<file path="config.mk">
export PLATFORM = sky130hd
export DESIGN_NAME = mbus_frame_receiver_top
export DESIGN_NICKNAME = d
export VERILOG_FILES = /design/src/rtl/mfr_pkg.sv /design/src/rtl/mbus_frame_receiver_top.sv /design/src/rtl/mfr_cfg.sv /design/src/rtl/mfr_core.sv
export SDC_FILE = /design/constraint.sdc
export NUM_CORES = 1
export LEC_CHECK = 0
export BUFFER_PORTS_ARGS = -buffer_cell sky130_fd_sc_hd__clkbuf_2
export CORE_MARGIN = 3
export CORE_UTILIZATION = 48
export DETAILED_ROUTE_END_ITERATION = 7
export GPL_TIMING_DRIVEN = 0
export PLACE_DENSITY = 0.7
export REMOVE_ABC_BUFFERS = 1
export SLEW_MARGIN = 5
export SYNTH_ARGS = -nofsm -noshare
export SYNTH_HDL_FRONTEND = slang
export SYNTH_SLANG_ARGS = --single-unit
</file>
<file path="constraint.sdc">
create_clock -name aclk -period 7.25 [get_ports aclk]
set_clock_uncertainty 0.1 [all_clocks]
set_input_delay 1.45 -clock aclk [delete_from_list [all_inputs] [get_ports aclk]]
set_output_delay 1.45 -clock aclk [all_outputs]
set_load 0.005 [all_outputs]
</file>
<file path="src/rtl/mfr_pkg.sv">
package mfr_pkg;

    // Link-layer control characters
    localparam logic [7:0] BYTE_ACK   = 8'hE5;
    localparam logic [7:0] BYTE_SHORT = 8'h10;
    localparam logic [7:0] BYTE_LONG  = 8'h68;
    localparam logic [7:0] BYTE_STOP  = 8'h16;

    // Frame geometry
    localparam logic [8:0] SHORT_LEN     = 9'd5;
    localparam logic [8:0] LONG_OVERHEAD = 9'd6;

    // Item kinds
    localparam logic ACT_BYTE = 1'b0;
    localparam logic ACT_TICK = 1'b1;

    // Configuration register indexes
    localparam int unsigned CFG_IDX_W  = 1;
    localparam logic [CFG_IDX_W-1:0] CFG_IDX_GAP_LIMIT = 1'd0;
    localparam logic [CFG_IDX_W-1:0] CFG_IDX_CAPACITY  = 1'd1;
    localparam int unsigned CFG_DATA_W = 16;

    // Reset values of the configuration registers
    localparam logic [15:0] GAP_LIMIT_RST = 16'd50;
    localparam logic [8:0]  CAPACITY_RST  = 9'd261;

    typedef enum logic [3:0] {
        ST_IN_PROGRESS  = 4'd0,
        ST_ACK          = 4'd1,
        ST_FRAME_OK     = 4'd2,
        ST_TIMEOUT      = 4'd3,
        ST_LEN_MISMATCH = 4'd4,
        ST_BAD_START2   = 4'd5,
        ST_TOO_LONG     = 4'd6,
        ST_BAD_STOP     = 4'd7,
        ST_BAD_CHECKSUM = 4'd8
    } status_t;

    typedef struct packed {
        logic [15:0] gap_limit;
        logic [8:0]  capacity;
    } cfg_t;

    typedef struct packed {
        logic       data_valid;
        logic [7:0] data_byte;
        logic [8:0] byte_offset;
        logic       done_res;
        status_t    status;
        logic [8:0] frame_length;
    } result_t;

endpackage

</file>
<file path="src/rtl/mbus_frame_receiver_top.sv">
// M-Bus link-layer frame receiver. Feed it one item per received UART byte
// (s_action = 0) or per time tick (s_action = 1). It hunts for the start
// characters E5 (single-character ack), 10 (short frame) and 68 (long frame),
// checks the long-frame header, the capacity, the stop byte and the 8-bit
// checksum, and emits at most one result item per input item: each accepted
// frame byte with its offset, and on the last one done_res with a status.
// Errors (including an inter-byte gap of gap_limit ticks) end the frame with
// an error status and return the block to hunting. Each item waits in the
// input register, where the combinational decode updates the frame state,
// and its result is captured in the output register, so a new item is taken
// every cycle unless the decode stage stalls; m_ready low stalls the decode
// stage only once the output register holds an untaken result.
// Configuration is written through cfg_wr_en/cfg_addr/cfg_wdata: register 0 =
// gap_limit (reset 50), register 1 = capacity (reset 261); write it only
// while no item is in flight.
module mbus_frame_receiver_top
    import mfr_pkg::*;
(
    input  logic                  aclk,
    input  logic                  aresetn,

    // Configuration write port
    input  logic                  cfg_wr_en,
    input  logic [CFG_IDX_W-1:0]  cfg_addr,
    input  logic [CFG_DATA_W-1:0] cfg_wdata,

    // Input channel
    input  logic                  s_valid,
    output logic                  s_ready,
    input  logic                  s_action,
    input  logic [7:0]            s_rx_byte,

    // Result channel
    output logic                  m_valid,
    input  logic                  m_ready,
    output logic                  m_data_valid,
    output logic [7:0]            m_data_byte,
    output logic [8:0]            m_byte_offset,
    output logic                  m_done_res,
    output logic [3:0]            m_status,
    output logic [8:0]            m_frame_length
);

    cfg_t    cfg;
    logic    in_valid_reg,  in_valid_next;
    logic    in_action_reg;
    logic [7:0] in_byte_reg;
    logic    out_valid_reg, out_valid_next;
    result_t out_reg;
    logic    proceed;
    logic    res_valid;
    result_t res;

    mfr_cfg u_cfg (
        .aclk      (aclk),
        .aresetn   (aresetn),
        .cfg_wr_en (cfg_wr_en),
        .cfg_addr  (cfg_addr),
        .cfg_wdata (cfg_wdata),
        .cfg       (cfg)
    );

    // Decode the held item once the output register can take its result
    assign proceed = in_valid_reg && (!out_valid_reg || m_ready);
    assign s_ready = !in_valid_reg || proceed;

    mfr_core u_core (
        .aclk        (aclk),
        .aresetn     (aresetn),
        .cfg         (cfg),
        .item_fire   (proceed),
        .item_action (in_action_reg),
        .item_byte   (in_byte_reg),
        .res_valid   (res_valid),
        .res         (res)
    );

    always_comb begin
        in_valid_next = in_valid_reg;
        if (s_valid && s_ready) begin
            in_valid_next = 1'b1;
        end else if (proceed) begin
            in_valid_next = 1'b0;
        end

        out_valid_next = out_valid_reg;
        if (proceed) begin
            out_valid_next = res_valid;
        end else if (m_ready) begin
            out_valid_next = 1'b0;
        end
    end

    // Control state
    always_ff @(posedge aclk) begin
        if (!aresetn) begin
            in_valid_reg  <= 1'b0;
            out_valid_reg <= 1'b0;
        end else begin
            in_valid_reg  <= in_valid_next;
            out_valid_reg <= out_valid_next;
        end
    end

    // Payload: capture on accept, hold otherwise
    always_ff @(posedge aclk) begin
        if (s_valid && s_ready) begin
            in_action_reg <= s_action;
            in_byte_reg   <= s_rx_byte;
        end
        if (proceed) begin
            out_reg <= res;
        end
    end

    assign m_valid        = out_valid_reg;
    assign m_data_valid   = out_reg.data_valid;
    assign m_data_byte    = out_reg.data_byte;
    assign m_byte_offset  = out_reg.byte_offset;
    assign m_done_res     = out_reg.done_res;
    assign m_status       = out_reg.status;
    assign m_frame_length = out_reg.frame_length;

endmodule

</file>
<file path="src/rtl/mfr_cfg.sv">
module mfr_cfg
    import mfr_pkg::*;
(
    input  logic                  aclk,
    input  logic                  aresetn,
    input  logic                  cfg_wr_en,
    input  logic [CFG_IDX_W-1:0]  cfg_addr,
    input  logic [CFG_DATA_W-1:0] cfg_wdata,
    output cfg_t                  cfg
);

    cfg_t cfg_reg;
    cfg_t cfg_next;

    always_comb begin
        cfg_next = cfg_reg;
        if (cfg_wr_en) begin
            case (cfg_addr)
                CFG_IDX_GAP_LIMIT: cfg_next.gap_limit = cfg_wdata;
                CFG_IDX_CAPACITY:  cfg_next.capacity  = cfg_wdata[8:0];
                default:           cfg_next = cfg_reg;
            endcase
        end
    end

    always_ff @(posedge aclk) begin
        if (!aresetn) begin
            cfg_reg.gap_limit <= GAP_LIMIT_RST;
            cfg_reg.capacity  <= CAPACITY_RST;
        end else begin
            cfg_reg <= cfg_next;
        end
    end

    assign cfg = cfg_reg;

endmodule

</file>
<file path="src/rtl/mfr_core.sv">
module mfr_core
    import mfr_pkg::*;
(
    input  logic       aclk,
    input  logic       aresetn,
    input  cfg_t       cfg,
    input  logic       item_fire,
    input  logic       item_action,
    input  logic [7:0] item_byte,
    output logic       res_valid,
    output result_t    res
);

    typedef enum logic [2:0] {
        PH_HUNT   = 3'd0,
        PH_LEN1   = 3'd1,
        PH_LEN2   = 3'd2,
        PH_START2 = 3'd3,
        PH_BODY   = 3'd4
    } phase_t;

    phase_t      phase_reg,           phase_next;
    logic [8:0]  position_reg,        position_next;
    logic [8:0]  expected_length_reg, expected_length_next;
    logic [7:0]  first_length_reg,    first_length_next;
    logic [7:0]  running_sum_reg,     running_sum_next;
    logic        sum_matched_reg,     sum_matched_next;
    logic [15:0] gap_count_reg,       gap_count_next;

    logic        hunt;
    logic [15:0] gap_inc;
    logic [9:0]  off_plus1;
    logic [9:0]  off_plus2;
    logic [9:0]  exp_wide;

    // Build an error result; the caller drops back to hunting
    function automatic result_t err_result(input status_t st);
        result_t r;
        r          = '0;
        r.done_res = 1'b1;
        r.status   = st;
        return r;
    endfunction

    always_comb begin
        phase_next           = phase_reg;
        position_next        = position_reg;
        expected_length_next = expected_length_reg;
        first_length_next    = first_length_reg;
        running_sum_next     = running_sum_reg;
        sum_matched_next     = sum_matched_reg;
        gap_count_next       = gap_count_reg;
        hunt                 = 1'b0;
        res_valid            = 1'b0;
        res                  = '0;

        gap_inc   = (gap_count_reg != 16'hFFFF) ? gap_count_reg + 16'd1 : gap_count_reg;
        off_plus1 = {1'b0, position_reg} + 10'd1;
        off_plus2 = {1'b0, position_reg} + 10'd2;
        exp_wide  = {1'b0, expected_length_reg};

        if (item_fire) begin
            if (item_action == ACT_TICK) begin
                if (phase_reg != PH_HUNT) begin
                    gap_count_next = gap_inc;
                    if (gap_inc >= cfg.gap_limit) begin
                        hunt      = 1'b1;
                        res_valid = 1'b1;
                        res       = err_result(ST_TIMEOUT);
                    end
                end
            end else begin
                gap_count_next = '0;
                case (phase_reg)
                    PH_HUNT: begin
                        if (item_byte inside {BYTE_ACK, BYTE_SHORT, BYTE_LONG}) begin
                            res_valid = 1'b1;
                            if (cfg.capacity < LONG_OVERHEAD) begin
                                hunt = 1'b1;
                                res  = err_result(ST_TOO_LONG);
                            end else if (item_byte == BYTE_ACK) begin
                                hunt             = 1'b1;
                                res.data_valid   = 1'b1;
                                res.data_byte    = item_byte;
                                res.done_res     = 1'b1;
                                res.status       = ST_ACK;
                                res.frame_length = 9'd1;
                            end else begin
                                position_next    = 9'd1;
                                running_sum_next = '0;
                                sum_matched_next = 1'b0;
                                if (item_byte == BYTE_SHORT) begin
                                    phase_next           = PH_BODY;
                                    expected_length_next = SHORT_LEN;
                                end else begin
                                    phase_next = PH_LEN1;
                                end
                                res.data_valid = 1'b1;
                                res.data_byte  = item_byte;
                            end
                        end
                    end
                    PH_LEN1: begin
                        first_length_next = item_byte;
                        phase_next        = PH_LEN2;
                        position_next     = 9'd2;
                        res_valid         = 1'b1;
                        res.data_valid    = 1'b1;
                        res.data_byte     = item_byte;
                        res.byte_offset   = 9'd1;
                    end
                    PH_LEN2: begin
                        expected_length_next = LONG_OVERHEAD + {1'b0, item_byte};
                        phase_next           = PH_START2;
                        position_next        = 9'd3;
                        res_valid            = 1'b1;
                        res.data_valid       = 1'b1;
                        res.data_byte        = item_byte;
                        res.byte_offset      = 9'd2;
                    end
                    PH_START2: begin
                        res_valid = 1'b1;
                        if (({1'b0, first_length_reg} + LONG_OVERHEAD) != expected_length_reg) begin
                            hunt = 1'b1;
                            res  = err_result(ST_LEN_MISMATCH);
                        end else if (item_byte != BYTE_LONG) begin
                            hunt = 1'b1;
                            res  = err_result(ST_BAD_START2);
                        end else if (expected_length_reg > cfg.capacity) begin
                            hunt = 1'b1;
                            res  = err_result(ST_TOO_LONG);
                        end else begin
                            phase_next      = PH_BODY;
                            position_next   = 9'd4;
                            res.data_valid  = 1'b1;
                            res.data_byte   = item_byte;
                            res.byte_offset = 9'd3;
                        end
                    end
                    PH_BODY: begin
                        res_valid = 1'b1;
                        if (off_plus1 >= exp_wide) begin
                            hunt = 1'b1;
                            if (item_byte != BYTE_STOP) begin
                                res = err_result(ST_BAD_STOP);
                            end else if (!sum_matched_reg) begin
                                res = err_result(ST_BAD_CHECKSUM);
                            end else begin
                                res.data_valid   = 1'b1;
                                res.data_byte    = item_byte;
                                res.byte_offset  = position_reg;
                                res.done_res     = 1'b1;
                                res.status       = ST_FRAME_OK;
                                res.frame_length = expected_length_reg;
                            end
                        end else begin
                            // The byte before the stop is the checksum: compare, don't add
                            if (off_plus2 == exp_wide) begin
                                sum_matched_next = (running_sum_reg == item_byte);
                            end else begin
                                running_sum_next = running_sum_reg + item_byte;
                            end
                            position_next   = off_plus1[8:0];
                            res.data_valid  = 1'b1;
                            res.data_byte   = item_byte;
                            res.byte_offset = position_reg;
                        end
                    end
                    default: begin
                        hunt = 1'b1;
                    end
                endcase
            end
        end

        if (hunt) begin
            phase_next           = PH_HUNT;
            position_next        = '0;
            expected_length_next = '0;
            first_length_next    = '0;
            running_sum_next     = '0;
            sum_matched_next     = 1'b0;
            gap_count_next       = '0;
        end
    end

    always_ff @(posedge aclk) begin
        if (!aresetn) begin
            phase_reg           <= PH_HUNT;
            position_reg        <= '0;
            expected_length_reg <= '0;
            first_length_reg    <= '0;
            running_sum_reg     <= '0;
            sum_matched_reg     <= 1'b0;
            gap_count_reg       <= '0;
        end else begin
            phase_reg           <= phase_next;
            position_reg        <= position_next;
            expected_length_reg <= expected_length_next;
            first_length_reg    <= first_length_next;
            running_sum_reg     <= running_sum_next;
            sum_matched_reg     <= sum_matched_next;
            gap_count_reg       <= gap_count_next;
        end
    end

endmodule
</file>
# Word-level counts from Yosys, hierarchy flattened
# Cells that the tools add are included.
# op_classes
addsub,6
n_eq_ne,24
order_cmp,4
reduce_logical,27
n_bitwise,3
muxes,72
# ops
op,n
32-bit two-way mux,7
9-bit two-way mux,12
18-bit one-hot mux with 5 select lines,1
14-bit two-way mux,5
16-bit two-way mux,3
9-bit one-hot mux with 5 select lines,1
14-bit one-hot mux with 3 select lines,1
8-bit two-way mux,5
18-bit two-way mux,2
1-bit two-way mux,22
3-bit two-way mux,7
9-bit one-hot mux with 2 select lines,1
"16-bit by 1-bit adder with 16-bit output, second input constant",1
16-bit >= comparator,1
"16-bit != test, second input constant",1
8-bit one-hot mux with 2 select lines,1
8-bit AND reduction,2
"2-bit != test, second input constant",7
3-bit one-hot mux with 4 select lines,1
"9-bit by 1-bit adder with 10-bit output, second input constant",1
"9-bit by 2-bit adder with 10-bit output, second input constant",1
10-bit by 9-bit == test with 1-bit output,1
10-bit by 9-bit >= comparator with 1-bit output,1
10-bit AND reduction,1
other kinds (33),50
# totals
in_bits,31
ff_bits,122
output_inout_bits,34
elab_cells,155

# Longest topological paths before layout
# Gate-level depths: netlist of the first run.
# depth
word_depth,8
depth_mapped,18

# Hierarchy
# A second synthesis of the first run with hierarchy kept.
# hier_totals
cells_unflattened,846
area_unflattened_um2,7587.3
# modules_own_cells
mod,instances,cells_per_inst,area_per_inst_um2
mfr_core,1,686,5221.3
mbus_frame_receiver_top,1,51,1338.8
mfr_cfg,1,109,1027.2

# Worst setup path before layout of the first run
# No wires, ideal clock.
# synth_timing
path_kind,input to register
from,input port m_ready
to,register u_core.gap_count_reg[10]
setup_slack_ps,3146
arrival_ps,3916
stages,6
setup_ps,88
path_cell_list,nor2b_1 > nor2_1 > and3_1 > clkbuf_1 > o21ai_0 > a311oi_2
# synth_between
elab_chain_len,4
word_cells_on_any_way,5
# synth_lines
element,line,rtl
from (decl),mbus_frame_receiver_top.sv:35,"input logic m_ready,"
1-bit logical OR (*),mbus_frame_receiver_top.sv:64,assign proceed = in_valid_reg && (!out_valid_reg || m_ready);
1-bit logical AND (*),mbus_frame_receiver_top.sv:64,
via proceed,mbus_frame_receiver_top.sv:50,logic proceed;
1-bit two-way mux,mfr_core.sv:62,if (item_fire) begin
2-bit OR reduction (no line),--,
to (signal assigned),mfr_core.sv:203,gap_count_reg <= gap_count_next;
to (decl),mfr_core.sv:28,"logic [15:0] gap_count_reg, gap_count_next;"
# The timed path passes the listed nets; every way through them passes the cells marked *.
# A chain may end at the register's enable or synchronous reset.

# Worst setup path in the final report of the first run
# layout_timing
from,register u_core.gap_count_reg[4]
to,register u_core.gap_count_reg[4]
# layout_between
elab_chain_len,8
word_cells_on_any_way,11
# layout_lines
element,line,rtl
16-bit by 1-bit adder with 16-bit output / 16-bit != test (equally long branches),mfr_core.sv:57,gap_inc = (gap_count_reg != 16'hFFFF) ? gap_count_reg + 16'd1 : gap_count_reg;
16-bit two-way mux (*),mfr_core.sv:57,
16-bit >= comparator,mfr_core.sv:66,if (gap_inc >= cfg.gap_limit) begin
1-bit two-way mux,mfr_core.sv:66,
1-bit two-way mux,mfr_core.sv:64,if (phase_reg != PH_HUNT) begin
1-bit two-way mux,mfr_core.sv:63,if (item_action == ACT_TICK) begin
1-bit two-way mux,mfr_core.sv:62,
2-bit OR reduction (no line),--,
# Mark *: on every way between the ends. The rest lies on a longest branch, timed or not. The select of a mux whose other input is x is not followed.

==> results of run 1 <==
==> cells in the mapped netlist, drive strengths merged (2+ instances only) <==
| master | number | area share |
|---|---|---|
| nand4 | 14 | 0.012 |
| buf | 10 | 0.0073 |
| nor3b | 2 | 0.0021 |
| or3 | 15 | 0.013 |
| nand3b | 3 | 0.0031 |
| o211ai | 11 | 0.012 |
| o21bai | 2 | 0.0021 |
| mux2 | 2 | 0.0031 |
| edfxtp | 41 | 0.17 |
| nor2b | 11 | 0.0096 |
| xnor2 | 33 | 0.040 |
| a22oi | 17 | 0.018 |
| a311oi | 4 | 0.0058 |
| a21boi | 19 | 0.020 |
| or4 | 4 | 0.0047 |
| nand2 | 87 | 0.046 |
| nand4b | 3 | 0.0037 |
| or3b | 2 | 0.0024 |
| and4 | 3 | 0.0037 |
| nor3 | 31 | 0.023 |
| or2 | 3 | 0.0026 |
| nand3 | 23 | 0.016 |
| o21ai | 32 | 0.022 |
| ha | 46 | 0.080 |
| nor2 | 70 | 0.037 |
| a211o | 4 | 0.0049 |
| inv | 46 | 0.024 |
| nor4 | 5 | 0.0044 |
| and3 | 15 | 0.013 |
| mux2i | 9 | 0.013 |
| o31ai | 4 | 0.0061 |
| clkbuf | 33 | 0.017 |
| dfxtp | 81 | 0.23 |
| a31oi | 6 | 0.0052 |
| and2 | 12 | 0.010 |
| a21oi | 52 | 0.037 |
| o21ba | 2 | 0.0028 |
| o21a | 3 | 0.0031 |
| a21o | 15 | 0.016 |
| a211oi | 9 | 0.011 |
| xor2 | 16 | 0.020 |
| nand2b | 8 | 0.0070 |
| o2111ai | 3 | 0.0037 |
==> per-stage QoR <==
stage,std cells,hold slack [ns],util,power (µW)
3_5_place_dp,1030,0.3586,0.5211,832.7
6_report,1062,0.3661,0.5645,1728
3_3_place_gp,1028,0.3523,0.5173,828.6
2_1_floorplan,780,0.3434,-,793.1
4_1_cts,1062,0.3659,0.5645,1741
5_1_grt,1062,0.3861,0.5645,1783
==> metal layers <==
metal | vias to the layer above | global-route usage | routed length (µm)
met4 | 0 | 0.07241 | 291
met5 | - | 0 | 0
met2 | 195 | 0.3132 | 7488
li1 | 3031 | - | -
met1 | 2797 | 0.3161 | 8498
met3 | 21 | 0.04083 | 998
==> layout make-up <==
| type | instances | area (µm²) |
|---|---|---|
| inverters | 47 | 176.4 |
| clock buffers | 19 | 432.9 |
| multi-input cells | 611 | 3975 |
| clock inverters | 13 | 200.2 |
| fillers | 1325 | 6354 |
| well taps | 184 | 230.2 |
| repair buffers | 66 | 367.9 |
| flip-flops and latches | 122 | 2853 |
==> worst max-delay path: stages (launching register included) <==
cell      delay (ns)
dfxtp_1         0.44
and4_1          0.27
nand4_1         0.13
nor2_1          0.31
nand4_1         0.56
nand4_1         0.52
nor2_1          0.12
xor2_1          0.22
ha_1            0.28
and3_1          0.17
a21oi_1         0.13
o21ai_0         0.09
a211oi_1        0.25
o31a_1          0.20
nor2_1          0.06
or3b_2          0.76
buf_12          0.27
a311oi_1        0.21
==> logic make-up after synthesis <==
| family | share of synthesized area |
|---|---|
| adders and majority gates | 0.08303 |
| muxes | 0.01570 |
| and+or+nand+nor | 0.2147 |
| DFF | 0.3977 |
| buffers and inverters | 0.04919 |
| AOI/OAI and AO/OA | 0.1798 |
| xor gates and xnor gates | 0.05983 |
==> report_power, final <==
part / internal [µW] / switching, µW / total, µW
combinational: 33.0 / 48.3 / 81.3
sequential: 724 / 14.1 / 738
clock: 606 / 303 / 909
total: 1360 / 365 / 1730
==> path summary, 6_finish.rpt <==
path / startpoint / end / slack (ns) / cells after the start
worst max-delay path: u_core.gap_count_reg[4]$_SDFFE_PP0P_ / u_core.gap_count_reg[4]$_SDFFE_PP0P_ / 2.05 / 17
worst min-delay path: u_cfg.cfg[20]$_SDFFE_PN0P_ / u_cfg.cfg[20]$_SDFFE_PN0P_ / 0.37 / 2
worst max register to register: u_core.gap_count_reg[4]$_SDFFE_PP0P_ / u_core.gap_count_reg[4]$_SDFFE_PP0P_ / 2.05 / 17
worst min register to register: u_cfg.cfg[20]$_SDFFE_PN0P_ / u_cfg.cfg[20]$_SDFFE_PN0P_ / 0.37 / 2
==> run_results.csv, run 1 <==
group,metric,value,unit
die,core_area,0.01459,mm²
die,die_width,128.2,µm
drt,via_count,6044,
sta,max_freq,192.4,MHz
global_route,grt_use_total,0.2142,
power,ir_drop,0.1808,mV
placed_design,postPlaceCellArea,0.007602,mm²
run_status,outcome,"complete, no violations",
drt,drt-wirelength-per-cell,16.27,µm
sta,rsz0062_at_grt,"no",
clock_network,cts_made_buffers,17,
critical_path,crit_path_max_fanout,34,
die,boundaryPins,65,
logic_synthesis,yosys_warnings,0,
placed_design,hpwl,12300,µm
clock_network,ctsHoldBuffers,0,
logic_synthesis,seq_area_frac_synth,0.3977,
drt,totalWireLength,17280,µm
logic_synthesis,async_flop_share,0,
critical_path,criticalPathCategory,"reg -> reg",
global_route,antenna_found_initial,0,
sta,setup_viol,0,
drt,ant_nets,0,
logic_synthesis,synth_cells,823,
drt,viasPerCell,5.691,
critical_path,start_kind,"flip-flop",
clock_network,cts_resized,0,
clock_network,cts_tree,"built",
drt,drcViolationCount,0,
sta,min_period_over_period,0.7167,
run,drv_cap,0,
sta,fin_crit,5.196,ns
critical_path,cp.required,7.47,ns
layout,nets,943,
layout,final_common_cell,"nand2_1",
logic_synthesis,synth_area_per_cell,8.716,µm²
die,initial_core_util,0.4917,
critical_path,endpoint_kind,"flip-flop",
sta,finalHoldViolations,0,
layout,antenna_cells,0,
drt,drtIter0Drc,580,
layout,design_area,0.008235,mm²
layout,final_layout_size_suffix_gt1_frac,0.1276,
drt,dr.pass1.iters,6,
sta,setup_tns,0,ns
die,die_h,128.2,µm
clock_network,htree_levels,4,
sta,report.final.slew_viol_count,0,
power,p_leak,0.003152,µW
logic_synthesis,synth_edf_count,41,
die,dieArea,0.01645,mm²
clock_network,clk_pin_slew,0.05,ns
logic_synthesis,ys_ff_latch,122,
logic_synthesis,synth_cell_types,66,
global_route,grt_pass1_vias,5396,
global_route,grt_max_degree,35,
clock_network,cts_sinks,122,
layout,final_cell_mix,"nand2_1, dfxtp_1, nor2_1",
sta,worst_slew_pin_slew,1.224,ns
clock_network,cts_root_buf,"clkbuf_16",
placed_design,portBuffers,64,
sta,postLayoutSetupSlackWorst,2.054,ns
die,fp-row-count,44,
sta,slew_headroom,0.1821,
layout,syn_to_final_growth,14.81,%
placed_design,gp_congestion,0.9698,
clock_network,clk_latency,0.42,ns
logic_synthesis,syn_area,0.007173,mm²
power,powerDensity,209.8,mW/mm²
layout,largest_reg_flops,25,
placed_design,place_ws,2.153,ns
critical_path,worstPathArrival,5.42,ns
clock_network,post_cts_buffers,0,
global_route,grt_pass1_wl,27740,µm
clock_network,clock_path_buffers,2,
global_route,grt-ovfl-total,0,
logic_synthesis,synth_ff_type,"dfxtp_1",
hold_path,min_path_type,"reg -> reg",
(Power assumes the default switching activity.)
==> run 2: changes to the inputs <==
- PLACE_DENSITY: 0.7 -> 0.72
- clock period: 7.25 -> 4.6 ns (I/O delays scaled with it)
==> run 2 against run 1 <==
Sequential power up 57%. Sequential share of layout area down 0.20 points. Power up 58%. Cell area up 0.59%. Die area unchanged. Worst hold slack better by 0.00084 ns. Via count up 1.5%. First-iteration DRC count up 3.6%. Critical path type unchanged.
==> run_results.csv, run 2 (synthesized netlist as in run 1, its figures left out) <==
group,metric,value,unit
placed_design,hpwl,12340,µm
drt,viasPerCell,5.756,
sta,slew_headroom,0.4136,
drt,drtIter0Drc,601,
clock_network,clock_path_buffers,2,
sta,max_freq,227.3,MHz
die,die_h,128.2,µm
die,boundaryPins,65,
critical_path,start_kind,"flip-flop",
clock_network,htree_levels,4,
global_route,grt-ovfl-total,0,
clock_network,clk_latency,0.42,ns
clock_network,cts_made_buffers,17,
die,fp-row-count,44,
layout,final_cell_mix,"nand2_1, dfxtp_1, nor2_1",
power,power.internal,2139,µW
power,p_leak,0.003180,µW
power,pwr-share-clk,0.526,
layout,nets,947,
layout,multiInputGateArea,0.003990,mm²
layout,regArea,0.002853,mm²
power,powerDensity,329.1,mW/mm²
critical_path,worstPathArrival,4.65,ns
power,power,2726,µW
critical_path,crit_path_max_fanout,11,
clock_network,cts_sinks,122,
sta,worst_slew_pin_slew,0.8758,ns
power,comb_power_share,0.048,
global_route,grt_use_total,0.2175,
power,seqPwrFrac,0.426,
sta,min_period_over_period,0.9563,
critical_path,criticalPathCategory,"reg -> reg",
clock_network,cts_tree,"built",
layout,antenna_cells,0,
layout,nFillCells,1274,
sta,report.final.slew_viol_count,0,
run_status,outcome,"complete, no violations",
drt,totalWireLength,17400,µm
global_route,grt_max_degree,34,
placed_design,portBuffers,64,
placed_design,gp_congestion,0.9674,
layout,design_area,0.008284,mm²
power,p_switching,586.7,µW
die,dieArea,0.01645,mm²
power,switching_share,0.2152,
global_route,grt_pass1_vias,5647,
sta,holdWs,0.3670,ns
global_route,grt_pass1_wl,28430,µm
run,drv_cap,0,
layout,final_common_cell,"nand2_1",
critical_path,endpoint_kind,"flip-flop",
drt,drt-wirelength-per-cell,16.32,µm
layout,largest_reg_flops,25,
layout,syn_to_final_growth,15.49,%
placed_design,postPlaceCellArea,0.007602,mm²
drt,via_count,6136,
global_route,antenna_found_initial,0,
die,core_area,0.01459,mm²
sta,finalHoldViolations,0,
drt,dr.pass1.iters,5,
critical_path,cp.required,4.85,ns
clock_network,clk_pin_slew,0.05,ns
hold_path,min_path_type,"reg -> reg",
drt,drcViolationCount,0,
drt,ant_nets,0,
die,die_width,128.2,µm
sta,fin_crit,4.399,ns
layout,final_layout_size_suffix_gt1_frac,0.1361,
clock_network,cts_root_buf,"clkbuf_16",
sta,setup_viol,0,
power,ir_drop,0.2661,mV
die,initial_core_util,0.4917,
==> run 2: worst paths after layout <==
| kind | from | endpoint | slack, ns | cells past startpoint |
|---|---|---|---|---|
| worst max-delay path | u_core.position_reg[0]$_SDFFE_PP0P_ | u_core.position_reg[7]$_SDFFE_PP0P_ | 0.20 | 12 |
| worst min-delay path | u_cfg.cfg[23]$_SDFFE_PN0P_ | u_cfg.cfg[23]$_SDFFE_PN0P_ | 0.37 | 2 |
| worst max register to register | u_core.position_reg[0]$_SDFFE_PP0P_ | u_core.position_reg[7]$_SDFFE_PP0P_ | 0.20 | 12 |
| worst min register to register | u_cfg.cfg[23]$_SDFFE_PN0P_ | u_cfg.cfg[23]$_SDFFE_PN0P_ | 0.37 | 2 |
==> run 2: metal layers <==
layer / track usage / up-vias / routed length (µm)
met1: 0.3062 / 2862 / 8132
met3: 0.04167 / 25 / 1130
met2: 0.3359 / 213 / 7846
met4: 0.07179 / 0 / 290
met5: 0 / - / 0
li1: - / 3036 / -
==> run 2: timing repair <==
item | in CTS | in global routing
pin swaps | 1 | 1
resized for setup | 2 | 2
buffers inserted | 1 | 3
setup endpoints to repair | 54 | 34
hold buffers | 0 | 0
==> run 2: power by group through the flow <==
| stage | registers [µW] | clock network (µW) | logic (µW) |
|---|---|---|---|
| detailed placement | 1180 | 0 | 129 |
| CTS | 1160 | 1450 | 130 |
| global route | 1170 | 1500 | 147 |
| global placement | 1180 | 0 | 121 |
| finish | 1160 | 1430 | 130 |
| floorplan | 1180 | 0 | 70.9 |
==> run 2: cell type report <==
| cell class | count | area share |
|---|---|---|
| sequential | 122 | 0.3444 |
| inverter | 47 | 0.02130 |
| clock buffer | 20 | 0.05649 |
| tap | 184 | 0.02779 |
| multi-input combinational | 611 | 0.4816 |
| clock inverter | 12 | 0.02039 |
| timing repair buffer | 70 | 0.04803 |
==> run 2: through the flow <==
stage / cells / util / setup slack [ns] / setup TNS [ns]
finish: 1066 / 0.5678 / 0.2009 / 0
global route: 1066 / 0.5678 / -0.01181 / -0.02101
CTS: 1063 / 0.5656 / 0.1754 / 0
detailed placement: 1030 / 0.5211 / -0.5740 / -21.88
global placement: 1028 / 0.5173 / -0.9873 / -48.02
floorplan: 780 / - / 0.08188 / 0
==> run 2: worst max-delay path, cell delays in order (launching register included) <==
cell,delay [ns]
dfxtp_1,0.57
ha_1,0.31
nand3_1,0.20
or2_2,0.40
xnor2_1,0.22
ha_1,0.26
o21ai_0,0.16
nand2b_1,0.10
a311o_1,0.49
and2_1,0.30
nand4b_1,0.54
or4_1,0.56
a21oi_1,0.14
